### config.mk
export PLATFORM = sky130hd
export DESIGN_NAME = gcode_line_filter
export DESIGN_NICKNAME = d
export VERILOG_FILES = /design/src/design/gclf_pkg.sv /design/src/design/gclf_front.sv /design/src/design/gclf_queue.sv /design/src/design/gclf_back.sv /design/src/design/gcode_line_filter.sv
export VERILOG_INCLUDE_DIRS = /design/src /design/src/design
export SDC_FILE = /design/constraint.sdc
export NUM_CORES = 1
export LEC_CHECK = 0
export BUFFER_PORTS_ARGS = -buffer_cell sky130_fd_sc_hd__buf_2
export CAP_MARGIN = 10
export CORE_UTILIZATION = 60
export CTS_CLUSTER_SIZE = 30
export DETAILED_ROUTE_END_ITERATION = 16
export GPL_TIMING_DRIVEN = 0
export PLACE_DENSITY = 0.79
export SYNTH_ARGS = -nofsm -noshare
export SYNTH_HDL_FRONTEND = slang
export SYNTH_SLANG_ARGS = --single-unit
### constraint.sdc
create_clock -name clk -period 4.7 [get_ports clk]
set_clock_uncertainty 0.05 [all_clocks]
set_input_delay 0.705 -clock clk [delete_from_list [all_inputs] [get_ports clk]]
set_output_delay 0.705 -clock clk [all_outputs]
set_load 0.01 [all_outputs]
### src/design/assert_macros.svh
// Assertion macros shared by the line filter modules.
`ifndef ASSERT_MACROS_SVH
`define ASSERT_MACROS_SVH

// Check a property on every rising clk edge outside reset.
`define GCLF_ASSERT(label, prop, msg) \
    label: assert property (@(posedge clk) disable iff (!rst_n) prop) \
        else $error(msg);

// Check that an expression never holds outside reset.
`define GCLF_NEVER(label, expr, msg) \
    label: assert property (@(posedge clk) disable iff (!rst_n) !(expr)) \
        else $error(msg);

`endif

### src/design/gclf_pkg.sv
// Types and constants shared by the G-code line filter.
`timescale 1ns / 1ps

package gclf_pkg;

    localparam int QUEUE_DEPTH = 2;

    localparam logic [1:0] KIND_LINE   = 2'd0;
    localparam logic [1:0] KIND_MSG    = 2'd1;
    localparam logic [1:0] KIND_EOL    = 2'd2;
    localparam logic [1:0] KIND_CANCEL = 2'd3;

    localparam logic [2:0] CLASS_EMPTY    = 3'd0;
    localparam logic [2:0] CLASS_OVERFLOW = 3'd1;
    localparam logic [2:0] CLASS_SYSTEM   = 3'd2;
    localparam logic [2:0] CLASS_USER     = 3'd3;
    localparam logic [2:0] CLASS_BLOCKED  = 3'd4;
    localparam logic [2:0] CLASS_GCODE    = 3'd5;

    localparam logic [1:0] CFG_BLOCK_DELETE = 2'd0;
    localparam logic [1:0] CFG_MESSAGE      = 2'd1;
    localparam logic [1:0] CFG_USER_CMD     = 2'd2;

    localparam logic [7:0] CH_CAN       = 8'h18;
    localparam logic [7:0] CH_LF        = 8'h0A;
    localparam logic [7:0] CH_CR        = 8'h0D;
    localparam logic [7:0] CH_SPACE     = 8'h20;
    localparam logic [7:0] CH_DOLLAR    = 8'h24;
    localparam logic [7:0] CH_LBRACKET  = 8'h5B;
    localparam logic [7:0] CH_LPAREN    = 8'h28;
    localparam logic [7:0] CH_RPAREN    = 8'h29;
    localparam logic [7:0] CH_SEMI      = 8'h3B;
    localparam logic [7:0] CH_SLASH     = 8'h2F;
    localparam logic [7:0] CH_TAG_M     = 8'h4D;
    localparam logic [7:0] CH_TAG_S     = 8'h53;
    localparam logic [7:0] CH_TAG_G     = 8'h47;
    localparam logic [7:0] CH_TAG_COMMA = 8'h2C;
    localparam logic [7:0] CH_LOWER_A   = 8'h61;
    localparam logic [7:0] CH_LOWER_Z   = 8'h7A;
    localparam logic [7:0] CASE_OFFSET  = 8'h20;

    typedef struct packed {
        logic [7:0] data_byte;
        logic       gcode_locked;
    } gclf_in_t;

    typedef struct packed {
        logic [1:0] kind;
        logic [7:0] char_value;
        logic [7:0] char_position;
        logic [2:0] line_class;
        logic [7:0] line_length;
        logic       message_present;
        logic       block_deleted;
    } gclf_out_t;

    // Classified byte: tag_hit[i] means the upper-cased byte matches tag character i.
    typedef struct packed {
        logic [7:0] raw;
        logic [7:0] upc;
        logic       locked;
        logic       is_can;
        logic       is_lf;
        logic       is_cr;
        logic       is_ctrl;
        logic       is_space;
        logic       is_slash;
        logic       is_dollar;
        logic       is_bracket;
        logic       is_lparen;
        logic       is_rparen;
        logic       is_semi;
        logic [3:0] tag_hit;
    } gclf_tok_t;

    typedef struct packed {
        logic       valid;
        logic [1:0] index;
        logic       data;
    } gclf_cfg_wr_t;

endpackage

### src/design/gclf_front.sv
// Byte classifier: decodes each received byte into flags for the line engine.
`timescale 1ns / 1ps

module gclf_front
(
    input  gclf_pkg::gclf_in_t  item,
    output gclf_pkg::gclf_tok_t tok
);

    logic [7:0] c;
    logic [7:0] upc;

    assign c = item.data_byte;

    always_comb
    begin
        if (c >= gclf_pkg::CH_LOWER_A && c <= gclf_pkg::CH_LOWER_Z)
        begin
            upc = c - gclf_pkg::CASE_OFFSET;
        end
        else
        begin
            upc = c;
        end
    end

    always_comb
    begin
        tok.raw        = c;
        tok.upc        = upc;
        tok.locked     = item.gcode_locked;
        tok.is_can     = (c == gclf_pkg::CH_CAN);
        tok.is_lf      = (c == gclf_pkg::CH_LF);
        tok.is_cr      = (c == gclf_pkg::CH_CR);
        tok.is_ctrl    = (c < gclf_pkg::CH_SPACE);
        tok.is_space   = (c == gclf_pkg::CH_SPACE);
        tok.is_slash   = (c == gclf_pkg::CH_SLASH);
        tok.is_dollar  = (c == gclf_pkg::CH_DOLLAR);
        tok.is_bracket = (c == gclf_pkg::CH_LBRACKET);
        tok.is_lparen  = (c == gclf_pkg::CH_LPAREN);
        tok.is_rparen  = (c == gclf_pkg::CH_RPAREN);
        tok.is_semi    = (c == gclf_pkg::CH_SEMI);
        tok.tag_hit[0] = (upc == gclf_pkg::CH_TAG_M);
        tok.tag_hit[1] = (upc == gclf_pkg::CH_TAG_S);
        tok.tag_hit[2] = (upc == gclf_pkg::CH_TAG_G);
        tok.tag_hit[3] = (upc == gclf_pkg::CH_TAG_COMMA);
    end

endmodule

### src/design/gclf_queue.sv
// Small first-in first-out word queue between pipeline parts.
`timescale 1ns / 1ps
`include "assert_macros.svh"

module gclf_queue
#(
    parameter int WIDTH = 8,
    parameter int DEPTH = 2
)
(
    input  logic             clk,
    input  logic             rst_n,
    input  logic             wr_en,
    input  logic [WIDTH-1:0] wr_data,
    output logic             full,
    input  logic             rd_en,
    output logic [WIDTH-1:0] rd_data,
    output logic             empty
);

    localparam int AW = (DEPTH > 1) ? $clog2(DEPTH) : 1;

    logic [WIDTH-1:0] slot_reg [DEPTH];
    logic [AW-1:0]    wr_ptr_reg;
    logic [AW-1:0]    wr_ptr_next;
    logic [AW-1:0]    rd_ptr_reg;
    logic [AW-1:0]    rd_ptr_next;
    logic [AW:0]      count_reg;
    logic [AW:0]      count_next;

    assign full    = (count_reg == (AW+1)'(DEPTH));
    assign empty   = (count_reg == '0);
    assign rd_data = slot_reg[rd_ptr_reg];

    always_comb
    begin
        wr_ptr_next = wr_ptr_reg;
        rd_ptr_next = rd_ptr_reg;
        if (wr_en)
        begin
            wr_ptr_next = (wr_ptr_reg == AW'(DEPTH - 1)) ? '0 : AW'(wr_ptr_reg + 1'b1);
        end
        if (rd_en)
        begin
            rd_ptr_next = (rd_ptr_reg == AW'(DEPTH - 1)) ? '0 : AW'(rd_ptr_reg + 1'b1);
        end
        unique case ({wr_en, rd_en})
            2'b10:   count_next = (AW+1)'(count_reg + 1'b1);
            2'b01:   count_next = (AW+1)'(count_reg - 1'b1);
            default: count_next = count_reg;
        endcase
    end

    always_ff @(posedge clk or negedge rst_n)
    begin
        if (!rst_n)
        begin
            wr_ptr_reg <= '0;
            rd_ptr_reg <= '0;
            count_reg  <= '0;
        end
        else
        begin
            wr_ptr_reg <= wr_ptr_next;
            rd_ptr_reg <= rd_ptr_next;
            count_reg  <= count_next;
        end
    end

    always_ff @(posedge clk)
    begin
        if (wr_en)
        begin
            slot_reg[wr_ptr_reg] <= wr_data;
        end
    end

    `GCLF_NEVER(a_no_overrun, wr_en && full, "queue written while full")
    `GCLF_NEVER(a_no_underrun, rd_en && empty, "queue read while empty")

endmodule

### src/design/gclf_back.sv
// Line engine: carries out each classified byte against the line state.
`timescale 1ns / 1ps
`include "assert_macros.svh"

module gclf_back
#(
    parameter int LINE_LEN = 256
)
(
    input  logic                   clk,
    input  logic                   rst_n,
    input  gclf_pkg::gclf_cfg_wr_t cfg,
    input  logic                   tok_valid,
    input  gclf_pkg::gclf_tok_t    tok,
    input  logic                   hold,
    output logic                   take,
    output logic                   res_valid,
    output gclf_pkg::gclf_out_t    res
);

    localparam int CW = $clog2(LINE_LEN);
    localparam int PW = (CW > 8) ? CW : 8;
    localparam logic [CW-1:0] LIMIT = CW'(LINE_LEN - 1);

    localparam int F_OVF   = 0;
    localparam int F_PAREN = 1;
    localparam int F_SEMI  = 2;
    localparam int F_CMT   = 3;
    localparam int F_BDEL  = 4;

    localparam logic [1:0] EOL_NONE = 2'd0;
    localparam logic [1:0] EOL_LF   = 2'd1;
    localparam logic [1:0] EOL_CR   = 2'd2;

    localparam logic [2:0] MSG_IDLE     = 3'd0;
    localparam logic [2:0] MSG_AT_M     = 3'd1;
    localparam logic [2:0] MSG_AT_S     = 3'd2;
    localparam logic [2:0] MSG_AT_G     = 3'd3;
    localparam logic [2:0] MSG_AT_COMMA = 3'd4;
    localparam logic [2:0] MSG_CAPTURE  = 3'd5;

    logic          bde_reg;
    logic          men_reg;
    logic          uce_reg;

    logic [CW-1:0] count_reg;
    logic [CW-1:0] count_next;
    logic [7:0]    first_reg;
    logic [7:0]    first_next;
    logic [1:0]    last_eol_reg;
    logic [1:0]    last_eol_next;
    logic [4:0]    flags_reg;
    logic [4:0]    flags_next;
    logic          no_upcase_reg;
    logic          no_upcase_next;
    logic          keep_raw_reg;
    logic          keep_raw_next;
    logic [2:0]    msg_match_reg;
    logic [2:0]    msg_match_next;
    logic [CW-1:0] msg_index_reg;
    logic [CW-1:0] msg_index_next;
    logic          msg_shown_reg;
    logic          msg_shown_next;

    logic          count_zero;
    logic          drop;
    logic          tag_ok;
    logic [1:0]    eol_code;
    logic [2:0]    line_class;
    logic [2:0]    match_new;
    logic [4:0]    flags_mid;
    logic          no_upcase_mid;
    logic [7:0]    store_val;
    logic [PW-1:0] count_ext;
    logic [PW-1:0] msg_index_ext;

    assign take          = tok_valid && !hold;
    assign count_zero    = (count_reg == '0);
    assign count_ext     = PW'(count_reg);
    assign msg_index_ext = PW'(msg_index_reg);
    assign eol_code      = tok.is_lf ? EOL_LF : EOL_CR;
    assign drop          = (no_upcase_reg ? tok.is_ctrl : (tok.is_ctrl || tok.is_space))
                           || (flags_reg != '0);

    always_comb
    begin
        unique case (msg_match_reg)
            MSG_AT_M:     tag_ok = tok.tag_hit[0];
            MSG_AT_S:     tag_ok = tok.tag_hit[1];
            MSG_AT_G:     tag_ok = tok.tag_hit[2];
            MSG_AT_COMMA: tag_ok = tok.tag_hit[3];
            default:      tag_ok = 1'b0;
        endcase
    end

    always_comb
    begin
        priority if (flags_reg[F_OVF])
        begin
            line_class = gclf_pkg::CLASS_OVERFLOW;
        end
        else if (count_zero && !msg_shown_reg && !flags_reg[F_CMT])
        begin
            line_class = gclf_pkg::CLASS_EMPTY;
        end
        else if (!count_zero && first_reg == gclf_pkg::CH_DOLLAR)
        begin
            line_class = gclf_pkg::CLASS_SYSTEM;
        end
        else if (!count_zero && first_reg == gclf_pkg::CH_LBRACKET && uce_reg)
        begin
            line_class = gclf_pkg::CLASS_USER;
        end
        else if (tok.locked)
        begin
            line_class = gclf_pkg::CLASS_BLOCKED;
        end
        else
        begin
            line_class = gclf_pkg::CLASS_GCODE;
        end
    end

    always_comb
    begin
        count_next     = count_reg;
        first_next     = first_reg;
        last_eol_next  = last_eol_reg;
        flags_next     = flags_reg;
        no_upcase_next = no_upcase_reg;
        keep_raw_next  = keep_raw_reg;
        msg_match_next = msg_match_reg;
        msg_index_next = msg_index_reg;
        msg_shown_next = msg_shown_reg;
        match_new      = msg_match_reg;
        flags_mid      = '0;
        no_upcase_mid  = no_upcase_reg;
        store_val      = no_upcase_reg ? tok.raw : tok.upc;
        res_valid      = 1'b0;
        res            = '0;

        if (take)
        begin
            priority if (tok.is_can)
            begin
                last_eol_next  = EOL_NONE;
                keep_raw_next  = 1'b0;
                no_upcase_next = 1'b0;
                msg_shown_next = 1'b0;
                count_next     = '0;
                flags_next     = '0;
                first_next     = '0;
                res_valid      = 1'b1;
                res.kind       = gclf_pkg::KIND_CANCEL;
            end
            else if (tok.is_lf || tok.is_cr)
            begin
                if (count_zero && last_eol_reg != EOL_NONE && last_eol_reg != eol_code)
                begin
                    last_eol_next = EOL_NONE;
                end
                else
                begin
                    last_eol_next       = eol_code;
                    res_valid           = 1'b1;
                    res.kind            = gclf_pkg::KIND_EOL;
                    res.line_class      = line_class;
                    res.line_length     = count_ext[7:0];
                    res.message_present = msg_shown_reg;
                    res.block_deleted   = flags_reg[F_BDEL];
                    keep_raw_next       = 1'b0;
                    no_upcase_next      = 1'b0;
                    msg_shown_next      = 1'b0;
                    count_next          = '0;
                    flags_next          = '0;
                    first_next          = '0;
                end
            end
            else if (drop)
            begin
                if (!tok.is_ctrl && flags_reg[F_PAREN])
                begin
                    if (msg_match_reg == MSG_CAPTURE)
                    begin
                        res_valid         = 1'b1;
                        res.kind          = gclf_pkg::KIND_MSG;
                        res.char_value    = tok.is_rparen ? 8'h00 : tok.raw;
                        res.char_position = msg_index_ext[7:0];
                        if (msg_index_reg != LIMIT)
                        begin
                            msg_index_next = CW'(msg_index_reg + 1'b1);
                        end
                    end
                    else if (tag_ok)
                    begin
                        match_new = 3'(msg_match_reg + 3'd1);
                    end
                    else
                    begin
                        match_new = MSG_IDLE;
                    end
                    msg_match_next = match_new;
                    if (tok.is_rparen)
                    begin
                        flags_next[F_PAREN] = 1'b0;
                        keep_raw_next       = 1'b0;
                        if (match_new == MSG_CAPTURE)
                        begin
                            msg_shown_next = 1'b1;
                        end
                    end
                end
            end
            else
            begin
                if (tok.is_slash && count_zero)
                begin
                    flags_mid[F_BDEL] = bde_reg;
                end
                if ((tok.is_dollar || tok.is_bracket) && count_zero)
                begin
                    no_upcase_mid = 1'b1;
                    keep_raw_next = 1'b1;
                end
                if (tok.is_lparen || tok.is_semi)
                begin
                    if (count_zero)
                    begin
                        flags_mid[F_CMT] = 1'b1;
                    end
                    if (!keep_raw_reg)
                    begin
                        keep_raw_next = 1'b1;
                        if (tok.is_lparen)
                        begin
                            flags_mid[F_PAREN] = 1'b1;
                            if (men_reg)
                            begin
                                msg_index_next = '0;
                                msg_match_next = MSG_AT_M;
                            end
                            else
                            begin
                                msg_match_next = MSG_IDLE;
                            end
                        end
                        else
                        begin
                            flags_mid[F_SEMI] = 1'b1;
                        end
                    end
                end
                no_upcase_next = no_upcase_mid;
                store_val      = no_upcase_mid ? tok.raw : tok.upc;
                if (flags_mid == '0)
                begin
                    if (count_reg == LIMIT)
                    begin
                        flags_mid[F_OVF] = 1'b1;
                    end
                    else
                    begin
                        if (count_zero)
                        begin
                            first_next = store_val;
                        end
                        res_valid         = 1'b1;
                        res.kind          = gclf_pkg::KIND_LINE;
                        res.char_value    = store_val;
                        res.char_position = count_ext[7:0];
                        count_next        = CW'(count_reg + 1'b1);
                    end
                end
                flags_next = flags_mid;
            end
        end
    end

    always_ff @(posedge clk or negedge rst_n)
    begin
        if (!rst_n)
        begin
            bde_reg <= 1'b0;
            men_reg <= 1'b1;
            uce_reg <= 1'b0;
        end
        else if (cfg.valid)
        begin
            unique case (cfg.index)
                gclf_pkg::CFG_BLOCK_DELETE: bde_reg <= cfg.data;
                gclf_pkg::CFG_MESSAGE:      men_reg <= cfg.data;
                gclf_pkg::CFG_USER_CMD:     uce_reg <= cfg.data;
                default:
                begin
                end
            endcase
        end
    end

    always_ff @(posedge clk or negedge rst_n)
    begin
        if (!rst_n)
        begin
            count_reg     <= '0;
            first_reg     <= '0;
            last_eol_reg  <= EOL_NONE;
            flags_reg     <= '0;
            no_upcase_reg <= 1'b0;
            keep_raw_reg  <= 1'b0;
            msg_match_reg <= MSG_IDLE;
            msg_index_reg <= '0;
            msg_shown_reg <= 1'b0;
        end
        else
        begin
            count_reg     <= count_next;
            first_reg     <= first_next;
            last_eol_reg  <= last_eol_next;
            flags_reg     <= flags_next;
            no_upcase_reg <= no_upcase_next;
            keep_raw_reg  <= keep_raw_next;
            msg_match_reg <= msg_match_next;
            msg_index_reg <= msg_index_next;
            msg_shown_reg <= msg_shown_next;
        end
    end

    `GCLF_NEVER(a_count_in_range, count_reg > LIMIT, "line count past limit")
    `GCLF_NEVER(a_msg_index_in_range, msg_index_reg > LIMIT, "message index past limit")
    `GCLF_ASSERT(a_eol_clears_line, (res_valid && res.kind == gclf_pkg::KIND_EOL) |=> (count_reg == '0 && flags_reg == '0), "line state kept after end of line")
    `GCLF_ASSERT(a_msg_only_capturing, (res_valid && res.kind == gclf_pkg::KIND_MSG) |-> (msg_match_reg == MSG_CAPTURE && flags_reg[F_PAREN]), "message word outside capture")

endmodule

### src/design/gcode_line_filter.sv
// Top level of the G-code input line filter.
//
//  channel  | handshake           | word
//  ---------+---------------------+--------------------------------------------
//  item     | push / full         | gclf_in_t: data_byte, gcode_locked
//  result   | pop / empty         | gclf_out_t: kind .. block_deleted
//  config   | cfg_valid/cfg_ready | cfg_index (register), cfg_data (value)
//
// One byte per cycle sustained while the output queue is not full; a byte is taken into a
// two-word queue after the classifier, and the line engine writes its result into a
// two-word output queue, from which it is popped. The line engine's state update sets
// the rate. Reset clears all line state and both queues; message capture comes up
// enabled. full rises when the input queue holds two words; the line engine holds while
// the output queue is full. cfg_ready is always high.
`timescale 1ns / 1ps

module gcode_line_filter
#(
    parameter int LINE_LEN = 256
)
(
    input  logic                clk,
    input  logic                rst_n,
    input  logic                push,
    output logic                full,
    input  gclf_pkg::gclf_in_t  item,
    output logic                empty,
    input  logic                pop,
    output gclf_pkg::gclf_out_t result,
    input  logic                cfg_valid,
    output logic                cfg_ready,
    input  logic [1:0]          cfg_index,
    input  logic                cfg_data
);

    localparam int TOK_W = $bits(gclf_pkg::gclf_tok_t);
    localparam int OUT_W = $bits(gclf_pkg::gclf_out_t);

    gclf_pkg::gclf_tok_t    tok_in;
    gclf_pkg::gclf_tok_t    tok_out;
    gclf_pkg::gclf_out_t    res;
    gclf_pkg::gclf_cfg_wr_t cfg;
    logic [TOK_W-1:0]       tok_q;
    logic [OUT_W-1:0]       res_q;
    logic                   mid_empty;
    logic                   out_full;
    logic                   take;
    logic                   res_valid;

    assign cfg_ready = 1'b1;
    assign cfg.valid = cfg_valid;
    assign cfg.index = cfg_index;
    assign cfg.data  = cfg_data;
    assign tok_out   = tok_q;
    assign result    = res_q;

    gclf_front u_front
    (
        .item (item),
        .tok  (tok_in)
    );

    gclf_queue
    #(
        .WIDTH (TOK_W),
        .DEPTH (gclf_pkg::QUEUE_DEPTH)
    )
    u_mid_queue
    (
        .clk     (clk),
        .rst_n   (rst_n),
        .wr_en   (push && !full),
        .wr_data (tok_in),
        .full    (full),
        .rd_en   (take),
        .rd_data (tok_q),
        .empty   (mid_empty)
    );

    gclf_back
    #(
        .LINE_LEN (LINE_LEN)
    )
    u_back
    (
        .clk       (clk),
        .rst_n     (rst_n),
        .cfg       (cfg),
        .tok_valid (!mid_empty),
        .tok       (tok_out),
        .hold      (out_full),
        .take      (take),
        .res_valid (res_valid),
        .res       (res)
    );

    gclf_queue
    #(
        .WIDTH (OUT_W),
        .DEPTH (gclf_pkg::QUEUE_DEPTH)
    )
    u_out_queue
    (
        .clk     (clk),
        .rst_n   (rst_n),
        .wr_en   (take && res_valid),
        .wr_data (res),
        .full    (out_full),
        .rd_en   (pop && !empty),
        .rd_data (res_q),
        .empty   (empty)
    );

endmodule

=== Word-level counts from Yosys, hierarchy flattened ===
Memory sizes are Yosys's and may differ from the RTL's.
Cells that the tools add are included.

* Flip-flop bits (word level): 48
* Memory bits (writable): 126
* Input bits: 17
* Output and inout bits: 34
* Logic and storage cells: 262
* Memories kept: 2

{| class="wikitable"
|+ Memories
! name !! depth !! bits a word !! rd ports !! clocked after memory_dff !! wr ports !! RTL line !! source
|-
| u_mid_queue.slot_reg || 2 || 32 || 1 || 0 || 1 || gclf_queue.sv:23 || <nowiki>logic [WIDTH-1:0] slot_reg [DEPTH];</nowiki>
|-
| u_out_queue.slot_reg || 2 || 31 || 1 || 0 || 1 || gclf_queue.sv:23 ||
|}

* Add/sub/neg operators: 12
* Magnitude comparators: 3
* Eq/ne operators: 42
* Multiplexer cells: 124
* Bitwise operators: 2
* Reduce and logical (&&, ||, !) cells: 58

{| class="wikitable"
|+ Operators with widths
! cell !! number
|-
| 8-bit 2-to-1 mux || 23
|-
| 3-bit 2-to-1 mux || 22
|-
| 8-bit by 6-bit == test with 1-bit output (second input constant) || 8
|-
| 1-bit 2-to-1 mux || 55
|-
| 18-bit 2-to-1 mux || 3
|-
| 8-bit by 7-bit == test with 1-bit output (second input constant) || 5
|-
| 16-bit 2-to-1 mux || 2
|-
| 31-bit 2-to-1 mux || 1
|-
| 29-bit 2-to-1 mux || 1
|-
| 13-bit 2-to-1 mux || 2
|-
| 3-bit nonzero test || 6
|-
| 17-bit 2-to-1 mux || 1
|-
| 8-bit by 1-bit adder with 8-bit output (second input constant) || 2
|-
| 8-bit by 4-bit == test with 1-bit output (second input constant) || 2
|-
| 2-bit 2-to-1 mux || 8
|-
| 1-bit logical AND || 15
|-
| 5-bit 2-to-1 mux || 3
|-
| 2-bit nonzero test || 7
|-
| 6-bit AND reduction || 2
|-
| 2-bit == test (second input constant) || 5
|-
| 10-bit AND reduction || 1
|-
| 3-bit == test (second input constant) || 3
|-
| 8-bit by 5-bit == test with 1-bit output (second input constant) || 1
|-
| 8-bit == test (second input constant) || 1
|-
| other kinds (32) || 62
|}

=== Logic depth before layout (Yosys ltp) ===
Gate-level depths: netlist (run 1).
An unclocked memory read counts as a cell.

* Depth after elaboration: 17
* Depth in mapped cells: 11
* Depth with buffers taken out: 10

=== Hierarchy ===
A second synthesis (run 1) with hierarchy kept.

* Cell total of the unflattened synthesis: 621
* Area, all modules: 8614.5 µm²

{| class="wikitable"
|+ By module, submodules not included
! module !! times used !! cells an instance !! area each (µm²) !! sequential area each (µm²)
|-
| gclf_back || 1 || 319 || 2906.5 || 1002.2
|-
| gclf_queue (u_mid_queue) || 1 || 116 || 2646.3 || 2021.9
|-
| gclf_queue (u_out_queue) || 1 || 113 || 2576.2 || 1961.9
|-
| gclf_front || 1 || 67 || 436.7 || 0.0
|-
| gcode_line_filter || 1 || 6 || 48.8 || 0.0
|}

=== Worst setup path after synthesis (run 1) ===
Ideal clock, no wire load.

* Path type: reg2reg
* Start: register u_mid_queue.rd_ptr_reg
* End: memory u_out_queue.slot_reg[0][0] (netlist bit) (enable)
* Setup time: 0.419 ns
* Arrival time: 3.169 ns
* Data required time: 4.231 ns
* Path slack: 1.062 ns
* Stages on the path, launching flop included: 7
* Buffers on the path: 1
* Clock period less this slack: 3.638 ns
* Path through: dfrtp_1 > buf_2 > mux2i_2 > o2111ai_1 > a2111oi_2 > o31ai_1 > nor2_1

* Word-level cells in the longest chain between the ends: 17
* Elaborated cells between the ends (all ways): 36
* Classes of those cells: eq/ne (1); mux (24); reduce/logical (10); memory (1)

{| class="wikitable"
|+ Ends and longest elaborated chain
! item !! RTL line !! source
|-
| from (decl) || gclf_queue.sv:26 || <nowiki>logic [AW-1:0] rd_ptr_reg;</nowiki>
|-
| from (signal assigned) || gclf_queue.sv:65 || <nowiki>rd_ptr_reg <= rd_ptr_next;</nowiki>
|-
| memory 2 x 32 bit * || -- ||
|-
| 1-bit 2-to-1 mux || gclf_back.sv:234 || <nowiki>if (tok.is_lparen)</nowiki>
|-
| 2-bit 2-to-1 mux || gclf_back.sv:231 || <nowiki>if (!keep_raw_reg)</nowiki>
|-
| 3-bit 2-to-1 mux || gclf_back.sv:225 || <nowiki>if (tok.is_lparen || tok.is_semi)</nowiki>
|-
| 3-bit 2-to-1 mux || gclf_back.sv:179 || <nowiki>else if (drop)</nowiki>
|-
| 3-bit 2-to-1 mux || gclf_back.sv:156 || <nowiki>else if (tok.is_lf || tok.is_cr)</nowiki>
|-
| 3-bit 2-to-1 mux || gclf_back.sv:144 || <nowiki>priority if (tok.is_can)</nowiki>
|-
| 3-bit 2-to-1 mux || gclf_back.sv:142 || <nowiki>if (take)</nowiki>
|-
| 4-bit logical NOT || gclf_back.sv:255 || <nowiki>if (flags_mid == '0)</nowiki>
|-
| 1-bit 2-to-1 mux || gclf_back.sv:255 ||
|-
| 1-bit 2-to-1 mux || gclf_back.sv:179 ||
|-
| 1-bit 2-to-1 mux || gclf_back.sv:156 ||
|-
| 1-bit 2-to-1 mux * || gclf_back.sv:144 ||
|-
| 1-bit 2-to-1 mux * || gclf_back.sv:142 ||
|-
| 1-bit logical AND * || gcode_line_filter.sv:106 || <nowiki>.wr_en (take && res_valid),</nowiki>
|-
| 1-bit 2-to-1 mux * || gclf_queue.sv:72 || <nowiki>if (wr_en)</nowiki>
|-
| 1-bit 2-to-1 mux (not written as such) * || gclf_queue.sv:74 || <nowiki>slot_reg[wr_ptr_reg] <= wr_data;</nowiki>
|-
| to (decl) || gclf_queue.sv:23 ||
|}

Mark *: on every way between the ends. The rest lies on a longest branch, timed or not. The select of a mux whose other input is x is not followed.

=== Worst setup path in the final report (run 1) ===
* Start: register u_mid_queue.rd_ptr_reg
* End: register u_out_queue.count_reg[1]

* Word-level cells in the longest chain between the ends: 17
* Elaborated cells between the ends (all ways): 38
* Classes of those cells: eq/ne (3); mux (23); reduce/logical (11); memory (1)

{| class="wikitable"
|+ Ends and longest elaborated chain
! item !! RTL line !! source
|-
| memory 2 x 32 bit * || -- ||
|-
| 1-bit 2-to-1 mux || gclf_back.sv:234 ||
|-
| 2-bit 2-to-1 mux || gclf_back.sv:231 ||
|-
| 3-bit 2-to-1 mux || gclf_back.sv:225 ||
|-
| 3-bit 2-to-1 mux || gclf_back.sv:179 ||
|-
| 3-bit 2-to-1 mux || gclf_back.sv:156 ||
|-
| 3-bit 2-to-1 mux || gclf_back.sv:144 ||
|-
| 3-bit 2-to-1 mux || gclf_back.sv:142 ||
|-
| 4-bit logical NOT || gclf_back.sv:255 ||
|-
| 1-bit 2-to-1 mux || gclf_back.sv:255 ||
|-
| 1-bit 2-to-1 mux || gclf_back.sv:179 ||
|-
| 1-bit 2-to-1 mux || gclf_back.sv:156 ||
|-
| 1-bit 2-to-1 mux * || gclf_back.sv:144 ||
|-
| 1-bit 2-to-1 mux * || gclf_back.sv:142 ||
|-
| 1-bit logical AND * || gcode_line_filter.sv:106 ||
|-
| 2-bit by 1-bit == test with 1-bit output / 2-bit == test (equally long branches) || gclf_queue.sv:47 || <nowiki>unique case ({wr_en, rd_en})</nowiki>
|-
| 2-bit one-hot mux with 2 select lines / 2-bit nonzero test (equally long branches) || -- ||
|-
| to (signal assigned) || gclf_queue.sv:66 || <nowiki>count_reg <= count_next;</nowiki>
|-
| to (decl) || gclf_queue.sv:28 || <nowiki>logic [AW:0] count_reg;</nowiki>
|}

Marks and branches as above.
A chain may end at the register's enable or synchronous reset.

==> results of run 1 <==
==> critical path: stages (launching register included) <==
cell and delay, ns:
dfrtp_1 0.32, buf_2 0.21, buf_2 0.30, mux2i_1 0.47, o21ai_0 0.31, clkbuf_1 0.34
o31ai_1 0.92, ha_1 0.41, nor2_1 0.15, xnor2_1 0.13
==> per-layer routing <==
| metal | up-vias | share of wire |
|---|---|---|
| li1 | 2392 | - |
| met1 | 2527 | 0.42 |
| met2 | 218 | 0.49 |
| met3 | 45 | 0.054 |
| met4 | 0 | 0.035 |
| met5 | - | 0 |
==> cell usage in the layout, fill, tap and decap left out, types with 3 or more instances in the layout <==
cell	Yosys	layout
nand2b_1	4	4
edfxtp_1	116	116
buf_2	4	53
mux2i_1	21	21
bufinv_16	0	5
nor2_1	57	54
o21ai_0	25	25
nand3_1	26	26
a22oi_1	8	8
nor2b_1	3	3
a21oi_1	20	20
a21o_1	4	4
buf_1	6	6
xnor2_1	9	9
inv_1	15	15
o22ai_1	5	5
a31oi_1	4	4
clkbuf_16	0	17
nand4_1	4	4
ha_1	12	12
mux2_2	39	39
and2_1	13	13
nor3_1	11	11
nor3b_1	7	7
and3_1	6	6
or3_1	7	7
dfrtp_1	47	47
or4_1	3	3
nand2_1	40	40
o31ai_1	9	9
clkbuf_1	12	15
o41ai_1	7	7
nor4_1	7	7
==> cell families (layout without fill, tap and decap cells) <==
group                    count (synthesis)  after routing
AND/OR/NAND/NOR                        200            200
multiplexers                            61             61
buffers and inverters                   39            122
AO/OA/AOI/OAI                          107            107
flip-flops                             164            164
XOR/XNOR                                11             11
adder cells (fa/ha/maj)                 12             12
other                                    1              1
==> through the flow <==
step                hold WS (ns)  setup slack (ns)  cell area [µm²]  std cells  total power, µW
finish                     0.427              1.01             8650        846             5760
detailed placement         0.423              1.05             7990        813             4250
CTS                        0.418              1.01             8620        845             5760
global route               0.429             0.758             8650        846             6040
floorplan                  0.359              1.06             7500        595             3600
global placement           0.411           -0.0105             7950        812             4150
==> worst max-delay path by stage <==
stage	end	cells past startpoint	slack [ns]	start
after detailed placement	u_out_queue.count_reg[1]$_DFFE_PN0P_	9	1.05	u_mid_queue.rd_ptr_reg$_DFFE_PN0P_
final	u_out_queue.count_reg[1]$_DFFE_PN0P_	9	1.01	u_mid_queue.rd_ptr_reg$_DFFE_PN0P_
after global placement	u_out_queue.slot_reg[1][21]$_DFFE_PP_	6	-0.01	u_mid_queue.rd_ptr_reg$_DFFE_PN0P_
after CTS	u_out_queue.count_reg[1]$_DFFE_PN0P_	9	1.01	u_mid_queue.rd_ptr_reg$_DFFE_PN0P_
after global routing	u_out_queue.slot_reg[0][25]$_DFFE_PP_	6	0.76	u_mid_queue.rd_ptr_reg$_DFFE_PN0P_
after floorplan	u_out_queue.slot_reg[0][0]$_DFFE_PP_	6	1.06	u_mid_queue.rd_ptr_reg$_DFFE_PN0P_
==> power by group <==
group	switching [µW]	internal, µW
registers	163	2090
logic	1260	743
clock network	552	944
total	1980	3780
==> layout make-up <==
cell class,count,area share
clock inverter,12,0.0233
clock buffer,20,0.0505
timing repair buffer,51,0.0333
multi-input combinational,392,0.309
inverter,16,0.00694
sequential,164,0.542
tap,168,0.0243
buffer,23,0.0110
==> results.cfg, run 1 <==
[die]
die_w_um = 114
initial_core_util = 0.619
core_um2 = 12100
die_area_um2 = 12900
io_pins = 51
rows = 40
die_h_um = 114

[yosys]
synth-edff-count = 116
yosysMostFrequentCell = edfxtp_1
synth_xor_area_frac = 0.0129
synth_cells = 595
synth_area_um2 = 7500
synth_simple_gate_area_frac = 0.134
synth_fa_ha_area_frac = 0.0200
async_reset_ff_frac = 0.293
synth_compound_area_frac = 0.0985
synth_nets = 624
synth_top_area_cell = edfxtp_1
yosysWarnings = 0
synth_top_family_by_area = simple AND/OR/NAND/NOR gates
synthTopCellsByArea = edfxtp_1 (46%), dfrtp_1 (16%), mux2_2 (5.9%)
synth_cell_types = 66
seq_area_frac_synth = 0.625
synthFlopType = edfxtp_1
yosys-top-cells-count = edfxtp_1 (116), nor2_1 (57), dfrtp_1 (47)
synth_seq_cells = 164
muxShareOfSynthArea = 0.0885
avgSynthCellArea_um2 = 12.6
synth_top_area_frac = 0.465

[cells_and_area]
area_growth_pct = 15.4
multiInputGateArea_um2 = 2670
final_core_util = 0.714
nFillCells = 842
largest_reg_flops = 62
final_layout_size_suffix_gt1_frac = 0.201
nets = 694
seq_area_um2 = 4690
num_antenna_cells = 0

[run_status]
status = completed

[placement]
io_buffers = 49
dp_hpwl_mm = 10.9
place_congestion = 0.881

[detailed_routing]
vias = 5182
drt_iter0_drc = 427
wirelength_mm = 16.2
ant_nets = 0
vias_per_cell = 6.13
route.detailed.drc = 0
wl_per_cell_um = 19.1
drtPass1Iterations = 5

[clock_network]
cts.sinks = 164
cts_tree = built
cts_hold_buf = 0
post_cts_buffers = 0
h-tree-depth = 4
clk_latency_ns = 0.44
cts_resized = 0
path_clk_slew_ns = 0.06
cts-root-buf = clkbuf_16
cts_buffers = 17
cts_buffer_depth = 2

[grt]
grt_usage = 0.268
grt_pass1_vias = 5069
grt_start_max_net_pins = 49
met2_usage = 0.446
use_met3 = 0.0462
grt_overflow = 0
grt_use_met1 = 0.337
grt.busiest_layer = met2
grt_pass1_wl_mm = 25.8
antenna_found_initial = 0

[run]
cap_violations = 0

[power]
p_per_area_nw_per_um2 = 666
leakagePower_uw = 0.00326
ir_drop_mv = 0.316

[sta]
drv_slew = 0
finalCritPeriodShare = 0.784
slew_headroom = 0.271
hold_viol = 0
rsz0062_at_grt = no
worst_pin_slew_ns = 1.09
timing.fmax_mhz = 271
fin_crit_ns = 3.69
setup_viol = 0
finalSetupTns_ns = 0

[critical_path]
critical_path.max_fanout = 10
critical_path_class = register to register
critPathRequiredTime_ns = 5.01
rr_worst_depth = 9
r2r_end = u_out_queue.count_reg[1]$_DFFE_PN0P_
r2r_slack_ns = 1.01
cp-end-kind = register
cp-start-kind = register
regToRegStartpoint = u_mid_queue.rd_ptr_reg$_DFFE_PN0P_
critPathArrivalTime_ns = 3.99

[worst_hold_path]
worstHoldPathType = primary input to asynchronous set/reset pin
(Power assumes the default switching activity.)
==> inputs of run 2 (changes only) <==
- ABC_AREA: unset -> 1
- CORE_UTILIZATION: 60 -> 55
- PLACE_DENSITY: 0.79 -> 0.76
- clock period: 4.7 -> 3.15 ns (I/O delays scaled with it)
==> results.cfg, run 2 <==
[run_status]
status = completed

[detailed_routing]
vias_per_cell = 5.27
route.detailed.drc = 0
drt_iter0_drc = 360
wl_per_cell_um = 15.1
ant_nets = 0
vias = 5733
wirelength_mm = 16.5
drtPass1Iterations = 5

[placement]
io_buffers = 49
dp_hpwl_mm = 11.6
placed_cells = 1052
placed_area_um2 = 8420
place_congestion = 0.899

[cells_and_area]
instances_no_fill = 1087
final_layout_size_suffix_gt1_frac = 0.166
num_antenna_cells = 0
final_core_util = 0.650
mostFrequentLayoutCells = nand2_1 (251), edfxtp_1 (116), inv_1 (78), nor2_1 (78), buf_2 (55)
final_area_um2 = 9060
area_growth_pct = 14.9
largest_reg_flops = 62
nets = 923
final_common_cell = nand2_1

[yosys]
synth_cell_types = 44
synth_nets = 850
synth_top_area_cell = edfxtp_1
synth_top_area_frac = 0.442
yosysWarnings = 0
synth_xor_area_frac = 0.0178
synth_cells = 821
synth_compound_area_frac = 0.0681
synth_seq_cells = 164
yosysMostFrequentCell = nand2_1
avgSynthCellArea_um2 = 9.60
synth_fa_ha_area_frac = 0.0190
synth_top_family_by_area = simple AND/OR/NAND/NOR gates
async_reset_ff_frac = 0.293
synth-edff-count = 116
synth_simple_gate_area_frac = 0.236
muxShareOfSynthArea = 0.00381
yosys-top-cells-count = nand2_1 (251), edfxtp_1 (116), nor2_1 (81)
seq_area_frac_synth = 0.594
synthTopCellsByArea = edfxtp_1 (44%), dfrtp_1 (15%), nand2_1 (12%)
synth_area_um2 = 7880
synthFlopType = edfxtp_1

[sta]
slew_headroom = 0.408
finalSetupTns_ns = 0
drv_slew = 0
worst_pin_slew_ns = 0.886
timing.fmax_mhz = 357
fin_crit_ns = 2.80
finalCritPeriodShare = 0.888
setup_viol = 0
hold_viol = 0
rsz0062_at_grt = no

[clock_network]
cts_buffer_depth = 2
path_clk_slew_ns = 0.06
cts_buffers = 17
cts_tree = built
cts.sinks = 164
cts-root-buf = clkbuf_16
clk_latency_ns = 0.43
h-tree-depth = 4
post_cts_buffers = 0

[critical_path]
critical_path_class = register to register
r2r_end = u_out_queue.slot_reg[1][26]$_DFFE_PP_
rr_worst_depth = 11
cp-end-kind = register
crit_chain = inv_1 > ha_1 > nand3_1 > nor2_4 > nand2_1 > nand2_1 > nor2_1 > nand4_1 > nand2_1 > nand2_1 > nor2_4
critical_path.max_fanout = 31
regToRegStartpoint = u_back.count_ext[0]$_DFFE_PN0P_
cp-start-kind = register
critPathArrivalTime_ns = 2.80
max_stage_delay_ns = 0.70
crit_top_cell = nand2_1
critPathSlowestCell = nor2_4
critPathRequiredTime_ns = 3.15
r2r_slack_ns = 0.35

[die]
initial_core_util = 0.566
rows = 43
io_pins = 51
die_h_um = 122
core_um2 = 13900
die_w_um = 122
die_area_um2 = 14800

[run]
cap_violations = 0

[grt]
grt_start_max_net_pins = 49
grt_overflow = 0
grt_pass1_vias = 5567
grt_usage = 0.242
antenna_found_initial = 0
grt_pass1_wl_mm = 27.0

[power]
p_per_area_nw_per_um2 = 1010
leakagePower_uw = 0.00383
ir_drop_mv = 0.457
p_total_uw = 9130

[worst_hold_path]
holdPathEnd = u_mid_queue.slot_reg[0][15]$_DFFE_PP_
worstHoldPathType = primary input to register
worstHoldStart = item[0]
hold_depth = 1
run 2: cell count changes after synthesis, moves of 12 or more:
cell | before | now
and2_1 | 13 | 0
inv_1 | 15 | 78
mux2_2 | 39 | 0
mux2i_1 | 21 | 3
nand2_1 | 40 | 251
nor2_1 | 57 | 81
o21ai_1 | 1 | 22
xor2_1 | 2 | 14
run 2: metrics by stage:
step | hold slack (ns) | setup WS [ns]
6_report | 0.185 | 0.353
5_1_grt | 0.168 | 0.112
4_1_cts | 0.173 | 0.124
3_5_place_dp | 0.430 | 0.138
3_3_place_gp | 0.405 | -0.176
2_1_floorplan | 0.127 | 0.485
run 2: how the worst max path moves through the flow:
stage	startpoint	endpoint	slack [ns]	cells past startpoint
2_1_floorplan	u_mid_queue.rd_ptr_reg$_DFFE_PN0P_	u_out_queue.slot_reg[1][0]$_DFFE_PP_	0.48	11
3_3_place_gp	u_back.count_ext[0]$_DFFE_PN0P_	u_out_queue.slot_reg[1][21]$_DFFE_PP_	-0.18	11
3_5_place_dp	u_back.count_ext[0]$_DFFE_PN0P_	u_out_queue.slot_reg[0][21]$_DFFE_PP_	0.14	11
4_1_cts	u_back.count_ext[0]$_DFFE_PN0P_	u_out_queue.slot_reg[0][24]$_DFFE_PP_	0.12	11
5_1_grt	u_back.count_ext[0]$_DFFE_PN0P_	u_out_queue.slot_reg[1][24]$_DFFE_PP_	0.11	11
6_report	u_back.count_ext[0]$_DFFE_PN0P_	u_out_queue.slot_reg[1][26]$_DFFE_PP_	0.35	11
run 2: what timing repair did:
action	CTS	global route
gates resized for setup	0	0
endpoints found under the setup margin	0	0
endpoints found under the hold margin	0	17
hold buffers	0	1
run 2: per-layer routing:
layer	up-vias	share of wire	global-route usage
li1	2856	-	-
met1	2682	0.44	0.310
met2	155	0.48	0.392
met3	40	0.043	0.0435
met4	0	0.037	0.130
met5	-	0	0
run 2: layout make-up:
class / count / area [µm²]
buffer: 24 / 154
clock buffer: 18 / 429
clock inverter: 14 / 151
fill: 1112 / 4880
inverter: 83 / 319
multi-input combinational: 550 / 2740
sequential: 164 / 4690
tap: 180 / 225
timing repair buffer: 54 / 358
run 2: power breakdown:
group | switching (µW) | internal [µW] | total, µW
clock | 857 | 1170 | 2030
sequential | 249 | 3160 | 3400
combinational | 2500 | 1200 | 3700
run 2: cell families after synthesis:
| logic type | count (synthesis) |
|---|---|
| flip-flops | 164 |
| buffers and inverters | 107 |
| XOR/XNOR | 16 |
| AND/OR/NAND/NOR | 427 |
| AO/OA/AOI/OAI | 91 |
| adder cells (fa/ha/maj) | 12 |
| other | 1 |
| multiplexers | 3 |
run 2: critical path, delay by kind of cell, from the launching register on:
family,cells,cell delay (ns)
buffers and inverters,1,0.11
flip-flops,1,0.43
AND/OR/NAND/NOR,9,1.62
adder cells (fa/ha/maj),1,0.20
==> inputs of run 3 (changes only) <==
- ABC_AREA: 1 -> unset
- CORE_UTILIZATION: 55 -> 54
- HOLD_SLACK_MARGIN: unset -> 0.08
- PLACE_DENSITY: 0.76 -> 0.75
==> results.cfg, run 3 (synthesis gave the netlist of run 1 again) <==
[run_status]
status = completed

[power]
intPower_uw = 5710
p_per_area_nw_per_um2 = 989
p_sw_uw = 3080
seq_power_share = 0.382
ir_drop_mv = 0.510
switching_share = 0.350
combPwrFrac = 0.385
p_clk_frac = 0.233
leakagePower_uw = 0.00334

[sta]
timing.fmax_mhz = 320
fin_crit_ns = 3.13
drv_slew = 0
slew_headroom = 0.523
worst_slack_ns = 0.0223
setup_viol = 0
hold_viol = 0
finalCritPeriodShare = 0.993
worst_pin_slew_ns = 0.707
hold_ws_ns = 0.190

[grt]
grt_pass1_vias = 5004
grt_start_max_net_pins = 49
grt_usage = 0.237
grt_overflow = 0
grt_pass1_wl_mm = 25.5
antenna_found_initial = 0

[critical_path]
r2r_slack_ns = 0.02
critPathArrivalTime_ns = 3.43
cp-end-kind = register
critical_path.max_fanout = 6
rr_worst_depth = 11
critical_path_class = register to register
regToRegStartpoint = u_back.count_ext[1]$_DFFE_PN0P_
critPathRequiredTime_ns = 3.45
cp-start-kind = register
r2r_end = u_out_queue.count_reg[1]$_DFFE_PN0P_

[clock_network]
cts-root-buf = clkbuf_16
cts_buffers = 17
cts.sinks = 164
h-tree-depth = 4
cts_buffer_depth = 2
clk_latency_ns = 0.43
path_clk_slew_ns = 0.06
cts_tree = built

[cells_and_area]
final_common_cell = edfxtp_1
mostFrequentLayoutCells = edfxtp_1 (116), nor2_1 (53), buf_2 (51)
num_antenna_cells = 0
nets = 712
area_growth_pct = 18.5
final_layout_size_suffix_gt1_frac = 0.239
largest_reg_flops = 62

[placement]
dp_hpwl_mm = 10.8
place_congestion = 0.882
preCtsSetupSlack_ns = -0.550
io_buffers = 49

[detailed_routing]
top_layer = met4
drtPass1Iterations = 5
wirelength_mm = 16.2
vias = 5249
vias_per_cell = 6.02
ant_nets = 0
drt_iter0_drc = 430
route.detailed.drc = 0
wl_per_cell_um = 18.6
met2_length_mm = 7.78
wl_met1_mm = 6.79
wl_met3_um = 978

[worst_hold_path]
holdPathEnd = u_mid_queue.slot_reg[1][15]$_DFFE_PP_
worstHoldStart = item[0]
hold_depth = 1
worstHoldPathType = primary input to register

[die]
die_area_um2 = 14400
die_w_um = 120
rows = 42
core_um2 = 13400
io_pins = 51
initial_core_util = 0.559
die_h_um = 120

[run]
cap_violations = 0
[run 3: cell types whose count changed in the layout (fill, tap and decap cells not counted), moves of 8 or more]
cell | previous run | this run
mux2_2 | 0 | 39
nand2_1 | 251 | 40
o21ai_2 | 11 | 0
o31ai_1 | 0 | 8
buf_4 | 4 | 12
a22oi_1 | 0 | 8
nand2_2 | 11 | 0
nor2_1 | 78 | 53
mux2i_1 | 3 | 20
o21ai_1 | 22 | 1
xor2_1 | 14 | 2
inv_1 | 78 | 14
and2_1 | 0 | 13
[run 3: worst max path at each step]
stage / start / to / slack, ns / cells past startpoint
floorplan: u_mid_queue.rd_ptr_reg$_DFFE_PN0P_ / u_out_queue.slot_reg[0][0]$_DFFE_PP_ / -0.49 / 6
global placement: u_mid_queue.rd_ptr_reg$_DFFE_PN0P_ / u_out_queue.slot_reg[1][21]$_DFFE_PP_ / -1.59 / 6
global route: u_mid_queue.rd_ptr_reg$_DFFE_PN0P_ / u_back.msg_index_ext[7]$_DFFE_PN0P_ / -0.05 / 9
finish: u_back.count_ext[1]$_DFFE_PN0P_ / u_out_queue.count_reg[1]$_DFFE_PN0P_ / 0.02 / 11
detailed placement: u_mid_queue.rd_ptr_reg$_DFFE_PN0P_ / u_out_queue.slot_reg[1][25]$_DFFE_PP_ / -0.55 / 6
CTS: u_back.count_ext[0]$_DFFE_PN0P_ / u_out_queue.slot_reg[0][27]$_DFFE_PP_ / 0.01 / 9
[run 3: power groups by stage]
stage	clock network, µW	registers (µW)	logic [µW]
final	2050	3350	3380
after floorplan	0	3320	2050
after detailed placement	0	3390	2920
after global placement	0	3370	2820
after global routing	2140	3410	3670
after CTS	2070	3360	3120
[run 3: cell type report]
class                      count  area, µm²
timing repair buffer          67        447
clock inverter                10        135
sequential                   164       4690
fill                         975       4520
clock buffer                  22        444
tap                          176        220
multi-input combinational    394       2780
inverter                      16       60.1
buffer                        23        105
[run 3: per-stage QoR]
stage               TNS (ns)  std cells  utilization  area, µm²  power (µW)
finish                     0        872        0.663       8880        8790
global route          -0.111        872        0.663       8880        9220
CTS                        0        858        0.646       8650        8550
detailed placement    -33.92        821        0.597       8000        6320
global placement      -98.40        820        0.594       7960        6190
floorplan             -30.26        595            -       7500        5370
[run 3: worst max-delay path: stages (launching register included)]
cell and delay, ns:
dfrtp_2 0.43, inv_1 0.08, ha_1 0.13, or4b_4 0.46, or4_4 0.43, buf_6 0.15, o41a_1 0.49, o31ai_4 0.13
buf_4 0.17, ha_2 0.28, nor2_2 0.12, xnor2_1 0.13
[run 3: repair_timing]
action | 4_1_cts | 5_1_grt
setup buffers | 3 | 11
hold endpoints to repair | 0 | 8
pin swaps | 3 | 5
gates resized for setup | 6 | 20
hold buffers | 0 | 1
endpoints found under the setup margin | 64 | 109
cloned | 2 | 0
[run 3: metal layers]
metal,vias up,GRT usage
li1,2427,-
met3,49,0.0494
met5,-,0
met1,2546,0.304
met2,227,0.374
met4,0,0.139
